--- config.mk ---
export PLATFORM = sky130hd
export DESIGN_NAME = bdsd_back
export DESIGN_NICKNAME = d
export VERILOG_FILES = /design/src/rtl/bdsd_pkg.sv /design/src/rtl/bdsd_back.sv
export SDC_FILE = /design/constraint.sdc
export NUM_CORES = 1
export LEC_CHECK = 0
export ABC_AREA = 1
export CAP_MARGIN = 20
export CELL_PAD_IN_SITES_DETAIL_PLACEMENT = 0
export CELL_PAD_IN_SITES_GLOBAL_PLACEMENT = 1
export CORE_UTILIZATION = 35
export CTS_CLUSTER_SIZE = 24
export DETAILED_ROUTE_END_ITERATION = 7
export DONT_BUFFER_PORTS = 1
export GPL_ROUTABILITY_DRIVEN = 0
export PLACE_DENSITY_LB_ADDON = 0.15
export SYNTH_ARGS = -nofsm -noshare
export SYNTH_HDL_FRONTEND = slang
export SYNTH_SLANG_ARGS = --single-unit
export TNS_END_PERCENT = 100
--- constraint.sdc ---
create_clock -name clk -period 6.8 [get_ports clk]
set_clock_uncertainty 0.15 [all_clocks]
set_input_delay 1.36 -clock clk [delete_from_list [all_inputs] [get_ports clk]]
set_output_delay 1.36 -clock clk [all_outputs]
set_load 0.01 [all_outputs]
--- src/rtl/bdsd_pkg.sv ---
// Shared types and constants for the BCD digit scan driver.
// No dependencies; imported by every module of the block.
package bdsd_pkg;

  localparam int MAX_DIGITS_DEFAULT = 10;
  localparam int VALUE_W            = 32;
  localparam int COUNT_W            = 4;
  localparam int DIGIT_W            = 4;
  localparam int DIGIT_COUNT_RESET  = 3;

  // x / 10 == (x * DIV10_MAGIC) >> DIV10_SHIFT for every 32-bit x
  localparam logic [VALUE_W-1:0] DIV10_MAGIC = 32'hCCCC_CCCD;
  localparam int                 DIV10_SHIFT = 35;

  typedef logic [COUNT_W-1:0] count_t;
  typedef logic [DIGIT_W-1:0] digit_t;

  typedef enum logic [2:0] {
    F_IDLE = 3'b001,
    F_CONV = 3'b010,
    F_PUSH = 3'b100
  } front_state_t;

endpackage

--- src/rtl/bdsd_back.sv ---
// Back end: scans one converted number out as digit beats, most significant first.
// Pops the queue and holds the output register; depends on bdsd_pkg.
module bdsd_back import bdsd_pkg::*; #(
  parameter int MAX_DIGITS = MAX_DIGITS_DEFAULT
) (
  input  logic                                  clk,
  input  logic                                  rst,
  output logic                                  q_pop,
  input  logic                                  q_empty,
  input  logic [COUNT_W+MAX_DIGITS*DIGIT_W-1:0] q_rdata,
  output logic                                  empty,
  input  logic                                  pop,
  output count_t                                digit_position,
  output digit_t                                bcd_digit,
  output logic                                  last
);

  localparam int IDX_W = (MAX_DIGITS > 1) ? $clog2(MAX_DIGITS) : 1;

  logic                               valid;
  count_t                             cnt;
  count_t                             pos;
  logic [MAX_DIGITS-1:0][DIGIT_W-1:0] digits;
  logic                               done;

  assign last           = (pos + COUNT_W'(1) == cnt);
  assign done           = !valid || (pop && last);
  assign q_pop          = done && !q_empty;
  assign empty          = !valid;
  assign digit_position = pos;
  assign bcd_digit      = digits[pos[IDX_W-1:0]];

  always_ff @(posedge clk) begin
    if (rst) begin
      valid <= 1'b0;
    end else if (done) begin
      valid <= !q_empty;
    end
  end

  always_ff @(posedge clk) begin
    if (q_pop) begin
      {cnt, digits} <= q_rdata;
      pos           <= '0;
    end else if (valid && pop) begin
      pos <= pos + COUNT_W'(1);
    end
  end

endmodule

---- Word-level counts from Yosys, hierarchy flattened ----
Cells that the tools add are included.
word-level totals
  bits of input ports ..................... 48
  logic and storage cells ................. 24
  bits in registers ....................... 49
  output and inout port bits .............. 11
operators by class
  add/sub/neg operators ................... 1
  equality and inequality tests ........... 1
  reduce and logical (&&, ||, !) cells .... 6
  $lt $le $gt $ge ......................... 1
  multiplexer cells ....................... 2
operators with widths
  cell                                                                  number
  4-bit binary-select mux with 4-bit select                             1
  4-bit by 5-bit < comparator with 1-bit output, second input constant  1
  4-bit by 1-bit adder with 4-bit output, second input constant         1
  4-bit equality test                                                   1
  4-bit two-way mux                                                     1
  1-bit logical AND                                                     3
  1-bit logical NOT                                                     2
  1-bit logical OR                                                      1

---- Depth between registers and ports, before layout ----
  depth after elaboration ................. 5
  gate-level depth with buffers ........... 9
  gate-level depth less buffers ........... 9

---- Least setup slack after synthesis ----
OpenSTA, ideal clock, no wires.
  kind .................................... input port to output port
  from .................................... input pop
  to ...................................... output q_pop
  stages .................................. 2
  data required time ...................... 5290 ps
  slack ................................... 1541 ps
  path buffers ............................ 0
  data arrival time ....................... 3749 ps
  cell sequence ........................... nand3_2 a21oi_1
on the way
  word-level cells in the longest chain between the ends .. 3
ends and longest elaborated chain
  what                RTL line         text
  start: declaration  bdsd_back.sv:12  input logic pop,
  1-bit logical AND   bdsd_back.sv:27  assign done = !valid || (pop && last);
  1-bit logical OR    bdsd_back.sv:27
  1-bit logical AND   bdsd_back.sv:28  assign q_pop = done && !q_empty;
  end: declaration    bdsd_back.sv:8   output logic q_pop,
No other way between the ends.

---- Worst setup path after layout ----
  from .................................... register pos[1], in the netlist digit_position[1]
  to ...................................... output q_pop
on the way
  word-level cells in the longest chain between the ends .. 5
ends and longest elaborated chain
  what                                    RTL line         text
  start: declaration                      bdsd_back.sv:22  count_t pos;
  start signal: assignment                bdsd_back.sv:46  pos <= pos + COUNT_W'(1);
  4-bit by 1-bit adder with 4-bit output  bdsd_back.sv:26  assign last = (pos + COUNT_W'(1) == cnt);
  4-bit equality test                     bdsd_back.sv:26
  1-bit logical AND                       bdsd_back.sv:27
  1-bit logical OR                        bdsd_back.sv:27
  1-bit logical AND                       bdsd_back.sv:28
No other way between the ends.

==> impl_metrics.ini <==
[sta]
whs_ns = 0.4556
max_freq_mhz = 236.0
final.period_utilization = 0.6232
finalSetupTns_ns = 0
period_needed_ns = 4.238
rsz0062_at_grt = false
final-setup-viol-count = 0
tightest_slew_ns = 0.8558
timing.final.ws_setup_ns = 2.562
timing.slew.headroom = 0.4287
drv_slew = 0
hold_viol_final = 0

[clock_tree]
cts_setup_buffers = 0
hold_buffers = 0
ctsRootBufferMaster = clkbuf_8
path_clk_slew_ns = 0.08
cts_buffers = 5
clock_latency_ns = 0.29
h-tree-depth = 2
cts_resized = 0
cts.sinks = 49
cts.path.max_buffers = 2
cts_tree = yes

[drt]
ant_nets = 0
route.detailed.drc = 0
totalWireLength_microns = 3916
via_per_inst = 5.016
vias = 1224
dr.pass1.iters = 4
drt-initial-drc-count = 41
wl_per_cell_microns = 16.05

[placed_design]
port_buffers = 0
placed_cells = 236
hpwlAfterDp_microns = 2848
post-place-ws_ns = 2.903
place_area_sq_um = 2115

[floorplanning]
initial_core_util = 0.3686
coreArea_sq_um = 5608
die_area_sq_um = 6217
io_pins = 59
rows = 27
die_h_microns = 78.85
die_w_microns = 78.85

[hold_path]
hold_class = reg -> reg
hp-start = valid

[grt]
grt.met1_usage = 0.1508
grt_pass1_vias = 1278
grt_max_degree = 46
gr-total-overflow = 0
grt_pass1_wl_microns = 6168
antenna_found_initial = 0
grtUsageMet3 = 0.04483
top_usage_layer = met2
grt_usage = 0.1353
grt_use_met2 = 0.2348

[logic_synthesis]
synth-seq-area-share = 0.6877
synthCells = 169
synthArstFlopShare = 0
yosysMostFrequentCell = edfxtp_1
syn_area_per_cell_sq_um = 12.23
synth_area_leaders = edfxtp_1, nor2_1, dfxtp_1
yosysTopAreaCellShare = 0.6392
netlist_area_sq_um = 2067
synth_fp_nets = 218
postSynthRegisterBits = 49
yosys.area.top_type = edfxtp_1
synthDistinctLibCells = 23
ys.flop_type = edfxtp_1
synth_warnings = 0
synthTopCellsByCount = edfxtp_1, nor2_1, o21ai_0
synth_edf_count = 44

[layout]
stdcell_count = 244
areaGrowthSynthToFinish_pct = 6.296
utilization = 0.3918
n_antenna_cell = 0
drive_gt1_frac = 0.08721
fin_nets = 220
fin_area_sq_um = 2197

[worst_setup_path]
slowest_stage = dfxtp_1
crit_type = reg -> out
critPathTopFamily = flip-flops
cp_slowest_stage_delay_ns = 0.88
startpoint = digit_position[1]
worstPathCellList = ha_1 -> nand2_1 -> nand3_1 -> nand2_1 -> nor2_1 -> nand3_2 -> a21oi_4 -> buf_4
cp_common_cell = nand2_1
path_buf_inv = 1
endpoint_kind = output pin
start_kind = flop
worstPathRequired_ns = 5.29
cp_data_arrival_time_ns = 2.73
r2r_start = digit_position[1]
cp_max_fo = 45

[run_status]
status = finished clean

[power_and_ir_drop]
intPower_mw = 0.4416
power_frac_comb = 0.117
power.share.sequential = 0.615
power_mw = 0.5829
power.density_nw_per_um2 = 265.3
irDropWorstVdd_mv = 0.1039
leakage_nw = 0.7507
switching_share = 0.2424
switchingPower_mw = 0.1413
power_frac_clock = 0.268

[job]
maxCapViolCount = 0
## cell type report
| class | count | area, sq um |
|---|---|---|
| Fill cell | 562 | 3411 |
| Sequential cell | 49 | 1421 |
| Multi-Input combinational cell | 102 | 539.3 |
| Tap cell | 72 | 90.09 |
| Clock buffer | 6 | 72.57 |
| Inverter | 11 | 48.80 |
| Timing Repair Buffer | 2 | 15.01 |
| Clock inverter | 2 | 10.01 |
## state kept, by name, indices dropped and copies added, names as in the netlist
| signal | count |
|---|---|
| digits | 40 |
| cnt | 4 |
| digit_position | 4 |
| valid | 1 |
## cell usage in the layout, fill, tap and decap left out, drive strengths merged
cell	netlist	final
a21oi	8	8
and2	1	1
buf	6	2
clkbuf	1	6
clkinv	0	2
dfxtp	5	5
edfxtp	44	44
ha	1	1
inv	11	11
mux2	1	1
mux2i	4	4
nand2	17	17
nand3	9	9
nand3b	1	1
nand4	2	2
nor2	27	27
o211ai	8	8
o21ai	22	22
xor2	1	1
## tightest hold or removal path, stage by stage (launching register included)
cell and delay, ns:
dfxtp_1 0.37, nand2_2 0.13, a21oi_1 0.07
## routing by layer
layer  wire length, microns  vias to the layer above
met3                    238                        8
li1                       -                      604
met5                      0                        -
met4                     79                        0
met2                   2001                       39
met1                   1596                      573
## cell families (layout without fill, tap and decap cells)
family,count (synthesis),in the layout,synth area share
fa+ha+maj,1,1,0.006052
mux,5,5,0.02482
simple gates,57,57,0.1187
compound gates,38,38,0.1017
flops,49,49,0.6877
buf+inv,18,21,0.05690
xor+xnor,1,1,0.004238
## final timing paths
check        cells past startpoint        end  slack [ns]
min                              2      valid        0.46
max                              8      q_pop        2.56
max reg2reg                      8  digits[4]        3.85
min reg2reg                      2      valid        0.46
## power by group through the flow
stage	clock [mW]	sequential, mW	combinational [mW]
floorplan	0	0.362	0.0623
global placement	0	0.365	0.0679
detailed placement	0	0.366	0.0699
CTS	0.164	0.359	0.0700
global route	0.176	0.361	0.0791
finish	0.156	0.359	0.0679
(Power assumes the default switching activity.)
