File: config.mk
export PLATFORM = sky130hd
export DESIGN_NAME = bdsd_queue
export DESIGN_NICKNAME = d
export VERILOG_FILES = /design/src/rtl/bdsd_pkg.sv /design/src/rtl/bdsd_queue.sv
export SDC_FILE = /design/constraint.sdc
export NUM_CORES = 1
export LEC_CHECK = 0
export BUFFER_PORTS_ARGS = -buffer_cell sky130_fd_sc_hd__buf_4
export CORE_ASPECT_RATIO = 1.5
export CORE_MARGIN = 2
export CORE_UTILIZATION = 46
export DETAILED_ROUTE_END_ITERATION = 8
export HOLD_SLACK_MARGIN = 0.15
export PLACE_DENSITY_LB_ADDON = 0.25
export REMOVE_ABC_BUFFERS = 1
export SLEW_MARGIN = 20
export SYNTH_ARGS = -nofsm -noshare
export SYNTH_HDL_FRONTEND = slang
export SYNTH_SLANG_ARGS = --single-unit
File: constraint.sdc
create_clock -name clk -period 2.4 [get_ports clk]
set_clock_uncertainty 0.1 [all_clocks]
set_input_delay 0.6 -clock clk [delete_from_list [all_inputs] [get_ports clk]]
set_output_delay 0.6 -clock clk [all_outputs]
set_load 0.02 [all_outputs]
File: src/rtl/bdsd_pkg.sv
// Shared types and constants for the BCD digit scan driver.
// No dependencies; imported by every module of the block.
package bdsd_pkg;

  localparam int MAX_DIGITS_DEFAULT = 10;
  localparam int VALUE_W            = 32;
  localparam int COUNT_W            = 4;
  localparam int DIGIT_W            = 4;
  localparam int DIGIT_COUNT_RESET  = 3;

  // x / 10 == (x * DIV10_MAGIC) >> DIV10_SHIFT for every 32-bit x
  localparam logic [VALUE_W-1:0] DIV10_MAGIC = 32'hCCCC_CCCD;
  localparam int                 DIV10_SHIFT = 35;

  typedef logic [COUNT_W-1:0] count_t;
  typedef logic [DIGIT_W-1:0] digit_t;

  typedef enum logic [2:0] {
    F_IDLE = 3'b001,
    F_CONV = 3'b010,
    F_PUSH = 3'b100
  } front_state_t;

endpackage

File: src/rtl/bdsd_queue.sv
// Two-entry queue carrying converted numbers from front end to scan back end.
// Depends on bdsd_pkg for the default WIDTH only.
module bdsd_queue import bdsd_pkg::*; #(
  parameter int WIDTH = COUNT_W + MAX_DIGITS_DEFAULT * DIGIT_W
) (
  input  logic             clk,
  input  logic             rst,
  input  logic             push,
  input  logic [WIDTH-1:0] wdata,
  output logic             full,
  input  logic             pop,
  output logic [WIDTH-1:0] rdata,
  output logic             empty
);

  logic [WIDTH-1:0] mem [2];
  logic             wptr;
  logic             rptr;
  logic [1:0]       fill;
  logic             do_push;
  logic             do_pop;

  assign full    = (fill == 2'd2);
  assign empty   = (fill == 2'd0);
  assign do_push = push && !full;
  assign do_pop  = pop && !empty;
  assign rdata   = mem[rptr];

  always_ff @(posedge clk) begin
    if (do_push) begin
      mem[wptr] <= wdata;
    end
  end

  always_ff @(posedge clk) begin
    if (rst) begin
      wptr <= 1'b0;
      rptr <= 1'b0;
      fill <= 2'd0;
    end else begin
      if (do_push) begin
        wptr <= !wptr;
      end
      if (do_pop) begin
        rptr <= !rptr;
      end
      case ({do_push, do_pop})
        2'b10:   fill <= fill + 2'd1;
        2'b01:   fill <= fill - 2'd1;
        default: fill <= fill;
      endcase
    end
  end

endmodule

# Word level (Yosys, flattened, before mapping)
# Memories as Yosys holds them, arrays and structs flattened. A register that Yosys moved wholly into a read port is not among the register bits.
# Cells that the tools add are included.
# classes
n_addsub,2
eq_ne,3
muxes,5
reduce_logical,8
# ops
cell,n
$eq 2x2->1 const B,2
$logic_not 1->1,4
$mux 1,4
$pmux 2 s2,1
$add 2x1->2 const B,1
$eq 2x1->1 const B,1
$logic_and 1x1->1,2
$logic_not 2->1,1
$reduce_bool 2->1,1
$sub 2x1->2 const B,1
# word_totals
register_bits,4
ramBits,88
inputBits,48
out_inout_bits,46
word_cells,22
n_memories,1
# memory_table
memory,depth,width,read_ports,rd_clocked_by_memory_dff,wr,line_no,source
mem,2,44,1,1,1,bdsd_queue.sv:16,logic [WIDTH-1:0] mem [2];

# Longest topological paths before layout
# logic_depth
depth_word,5
depth_mapped,6
ltp_nobuf,6

# Least setup slack after synthesis
# OpenSTA, ideal clock, no wires.
# synth_path
kind,input-to-reg
from,input port push
to,memory mem[0][0] (netlist name) (enable)
setup_time_ns,0.398
arrival_time_ns,1.860
required_time_ns,1.902
slack_ns,0.041
cell_stages,3
path_buffers,0
path_cell_list,inv_1 or3_1 inv_1
# synth_between
elab_chain_len,3
# synth_lines
item,line_no,source
from (decl),bdsd_queue.sv:8,"input logic push,"
$logic_and 1x1->1,bdsd_queue.sv:25,assign do_push = push && !full;
$mux 1,bdsd_queue.sv:30,if (do_push) begin
$mux 1 (not written as such),bdsd_queue.sv:31,mem[wptr] <= wdata;
to (decl),bdsd_queue.sv:16,
# Every way passes these cells.

==> implementation parameters <==
Parameter                              Value

Logic synthesis
  Most used flip-flop cell after synthesis ... sky130_fd_sc_hd__edfxtp_1
  Proportion of synthesized flip-flops having asynchronous set or reset ... 0%
  Number of different library cells in the post-synthesis netlist ... 17
  Proportion of netlist area held by the largest area contributor ... slightly below 80%
  Synth top area cells ... sky130_fd_sc_hd__edfxtp_1 78%, sky130_fd_sc_hd__mux2_2 15%, sky130_fd_sc_hd__dfxtp_1 3.0%
  Yosys warns ... 0
  Leading cell types by count after synthesis ... 88 x sky130_fd_sc_hd__edfxtp_1, 44 x sky130_fd_sc_hd__mux2_2, 5 x sky130_fd_sc_hd__buf_2, 5 x sky130_fd_sc_hd__dfxtp_1, 4 x sky130_fd_sc_hd__nor2_1
  Post-Synthesis Cells ... 163
  Number of flops mapped to enable cells by yosys ... a little under 90
  Mapped Area ... ~3400 um^2
  Per-instance average area after synthesis ... between 20 and 25 um^2
  Biggest area consumer among synthesized cells ... sky130_fd_sc_hd__edfxtp_1
  Dominant cell by count in the synthesized netlist ... sky130_fd_sc_hd__edfxtp_1
  Part of the Yosys area used for sequential elements ... 80.98%
  Total of flip-flops plus latches after synthesis ... 93

Clock tree
  Hold Buf Count CTS ... 0
  TritonCTS Sinks ... 93
  Buffers inserted by post-CTS timing repair ... 0
  Clock transition at the registers of the reported paths ... roughly 0.080 ns
  Worst-Skew Late Latency ... about 0.34 ns
  Number of gates resized after cts ... 0
  Clock tree from TritonCTS ... done
  H-tree Lvls ... 3
  Clock root buffer master ... sky130_fd_sc_hd__clkbuf_8
  Total clock buffers created by CTS ... 9
  Number of buffers between clock root and the deepest sink ... 2

Routing
  Total vias in the final route ... around 1800
  First-pass iteration count of the detailed router ... 4
  Count of antenna-violating nets left after detailed routing ... 0
  Per-cell routed wire length ... around 15 um
  Wire length reported by the detailed router ... 5718 um
  Via density per instance ... about 4.8
  Number of violations reported at the end of detailed-routing iteration 0 ... roughly 120
  Drc violations ... 0

STA
  Total of endpoints with negative setup slack in the final report ... 0
  Minimum clock period after layout ... between 2 and 2.5 ns
  Number of failing hold endpoints at the final stage ... 0
  Number of slew-limit violations in the final report ... 0
  Relative slew slack ... about 75%
  Period Utilization, post-route ... between 90% and 100%
  Fmax ... roughly 0.44 GHz
  Setup repair after global routing missed its margin ... false
  Final worst hold slack ... approximately 0.33 ns
  Tightest Pin Transition ... 0.3718 ns

Floorplan
  Starting density of the core ... 47.18%
  Num rows ... 38
  Die area ... between 8000 and 9000 um^2
  X dimension of the die ... roughly 74 um
  I/O pin total ... 94
  Die outline height ... roughly 110 um
  Core outline area ... 7179 um^2

Layout
  Final layout net count ... 315
  Summed area of non-filler cells in the final layout ... 4392 um^2
  Area added between synthesis and finish ... 29.66%
  Antenna fix cells ... 0
  Fraction of final layout cells sized beyond drive strength 1 ... approximately 58%
  Final-layout fill cell count ... 565

Worst hold path
  Hold Crit Start ... wdata[3]
  Tightest Hold Check Type ... input port to flip-flop

Power
  Static power due to leakage ... around 1.6 nW
  Cell-internal power ... 3.165 mW
  Peak VDD IR ... a little under 0.0006 V
  Flop pwr share ... approximately 47%
  Switching Share ... 30.16%
  Fraction of power consumed by the clock network ... 18.3%
  Switching power of the nets ... between 1 and 1.5 mW
  Power share of the combinational group ... about a third
  Power density over the cells ... a little over 1000 nW/um^2

Global routing
  Initial antenna violation count ... 0
  Wire length of the first global-routing pass ... around 8400 um
  Vias in the first global route ... 1797
  Total GRT Usage ... between 10% and 20%
  Pin count of the biggest net entering global routing ... 45
  Overflow left after global routing ... 0

Worst setup path
  Capture point of the critical path ... rdata[5]
  Largest fanout on the critical path ... 28
  Launching point of the worst reg2reg path ... fill[0]$_SDFFE_PP0P_
  Number of gates on the worst path with buffers counted ... 3
  Worst setup path category ... flip-flop to output pin
  Worst EP arrival ... 1.57 ns
  Data required time of the worst path ... 1.70 ns
  Capture point of the worst reg-to-reg path ... mem[0][38]$_DFFE_PP_
  Reg2reg path depth ... 5
  Launching element type of the critical path ... flip-flop
  Cell chain of the critical path ... buf_4 > mux2_2 > buf_4
  Critical path's largest stage delay ... just under 0.4 ns
  Slowest cell on the critical path ... sky130_fd_sc_hd__mux2_2
  Kind of cell adding the most delay to the critical path ... buffers and inverters
  Number of buffer and inverter stages on the critical path ... 2
  R2r setup slk ... between 0.6 and 0.7 ns
  Endpoint class of the critical path ... output pin
  Most repeated library cell on the critical path ... sky130_fd_sc_hd__buf_4

Placement
  Global placement routability congestion ... around 0.69
  Port-buffer cells ... 93
  Hpwl dp ... roughly 3800 um
  Post-DP Area ... between 4000 and 5000 um^2

Status
  Result of the run ... finished, final reports clean

Flow run
  Count of maximum capacitance violations ... 0
## cells by family (layout without fill, tap and decap cells)
family | after synthesis | after routing | share of synthesized area [%]
flops | 93 | 93 | 80.98
mux | 44 | 44 | 14.63
simple gates | 9 | 9 | 1.367
buf+inv | 8 | 115 | 1.071
compound gates | 5 | 5 | 0.8128
xor+xnor | 3 | 3 | 0.7759
fa+ha+maj | 1 | 1 | 0.3694
## power groups by stage
stage / Sequential [mW] / Clock (mW) / Combinational, mW
6_report: 2.12 / 0.830 / 1.59
5_1_grt: 2.14 / 0.929 / 1.70
4_1_cts: 2.12 / 0.867 / 1.62
3_5_place_dp: 2.16 / 0 / 1.61
3_3_place_gp: 2.14 / 0 / 1.60
2_1_floorplan: 2.21 / 0 / 0.889
## layer usage
metal,GRT usage (%),up-vias,share of wire (%)
met3,6.839,2,5.9
met1,15.28,871,36
met4,6.623,0,0.54
met5,0,-,0
li1,-,838,-
met2,25.19,49,57
## layout make-up
class	count	area, um^2	area share [%]
Multi-Input combinational cell	62	609.3	13.87
Sequential cell	93	2744	62.48
Tap cell	100	125.1	2.849
Clock buffer	12	135.1	3.077
Timing Repair Buffer	97	753.2	17.15
Inverter	3	11.26	0.2564
Clock inverter	3	13.76	0.3134
## flip-flops by register name (all words and copies together) (netlist names), named ones only
register  count
mem          88
wptr          1
fill          2
rptr          1
## stage by stage
| stage | power [mW] | utilization (%) | setup TNS (ns) | cells | setup WS, ns |
|---|---|---|---|---|---|
| final | 4.532 | 61.17 | 0 | 370 | 0.1301 |
| after global placement | 3.746 | 59.10 | 0 | 355 | 0.4818 |
| after global routing | 4.768 | 61.17 | 0 | 370 | 0.03180 |
| after CTS | 4.604 | 61.17 | 0 | 370 | 0.07429 |
| after floorplan | 3.103 | - | -0.1610 | 158 | -0.003658 |
| after detailed placement | 3.768 | 59.10 | 0 | 355 | 0.4685 |
## worst register-to-register path, cell delays in order (launching register included)
cell and delay (ns):
sky130_fd_sc_hd__dfxtp_1 0.41, sky130_fd_sc_hd__nand2b_2 0.17, sky130_fd_sc_hd__inv_2 0.04, sky130_fd_sc_hd__or3_1 0.34, sky130_fd_sc_hd__inv_2 0.09, sky130_fd_sc_hd__buf_12 0.26
## layout by cell type (no fill, tap or decap)
master and count:
sky130_fd_sc_hd__dfxtp_1 4, sky130_fd_sc_hd__buf_4 95, sky130_fd_sc_hd__o21ai_0 2, sky130_fd_sc_hd__a21oi_1 2, sky130_fd_sc_hd__o21a_1 1, sky130_fd_sc_hd__dfxtp_2 1
sky130_fd_sc_hd__buf_12 2, sky130_fd_sc_hd__clkbuf_1 3, sky130_fd_sc_hd__and3_2 1, sky130_fd_sc_hd__nand2_1 1, sky130_fd_sc_hd__inv_2 2, sky130_fd_sc_hd__clkinv_2 2
sky130_fd_sc_hd__mux2_2 44, sky130_fd_sc_hd__clkbuf_8 9, sky130_fd_sc_hd__or3_1 2, sky130_fd_sc_hd__xnor2_1 2, sky130_fd_sc_hd__xor2_1 1, sky130_fd_sc_hd__nand2b_2 1
sky130_fd_sc_hd__inv_1 1, sky130_fd_sc_hd__edfxtp_1 88, sky130_fd_sc_hd__ha_1 1, sky130_fd_sc_hd__nor2_1 4, sky130_fd_sc_hd__clkinv_1 1
## worst min-delay path by stage
stage / slack (ns) / endpoint / depth (start not counted)
after detailed placement: 0.38 / wptr$_SDFFE_PP0P_ / 2
final: 0.33 / mem[1][3]$_DFFE_PP_ / 1
after floorplan: 0.35 / wptr$_SDFFE_PP0P_ / 2
after global routing: 0.30 / mem[1][32]$_DFFE_PP_ / 1
after CTS: 0.31 / mem[0][32]$_DFFE_PP_ / 1
after global placement: 0.36 / wptr$_SDFFE_PP0P_ / 2
Note: power is estimated with default switching activity, not from simulation.
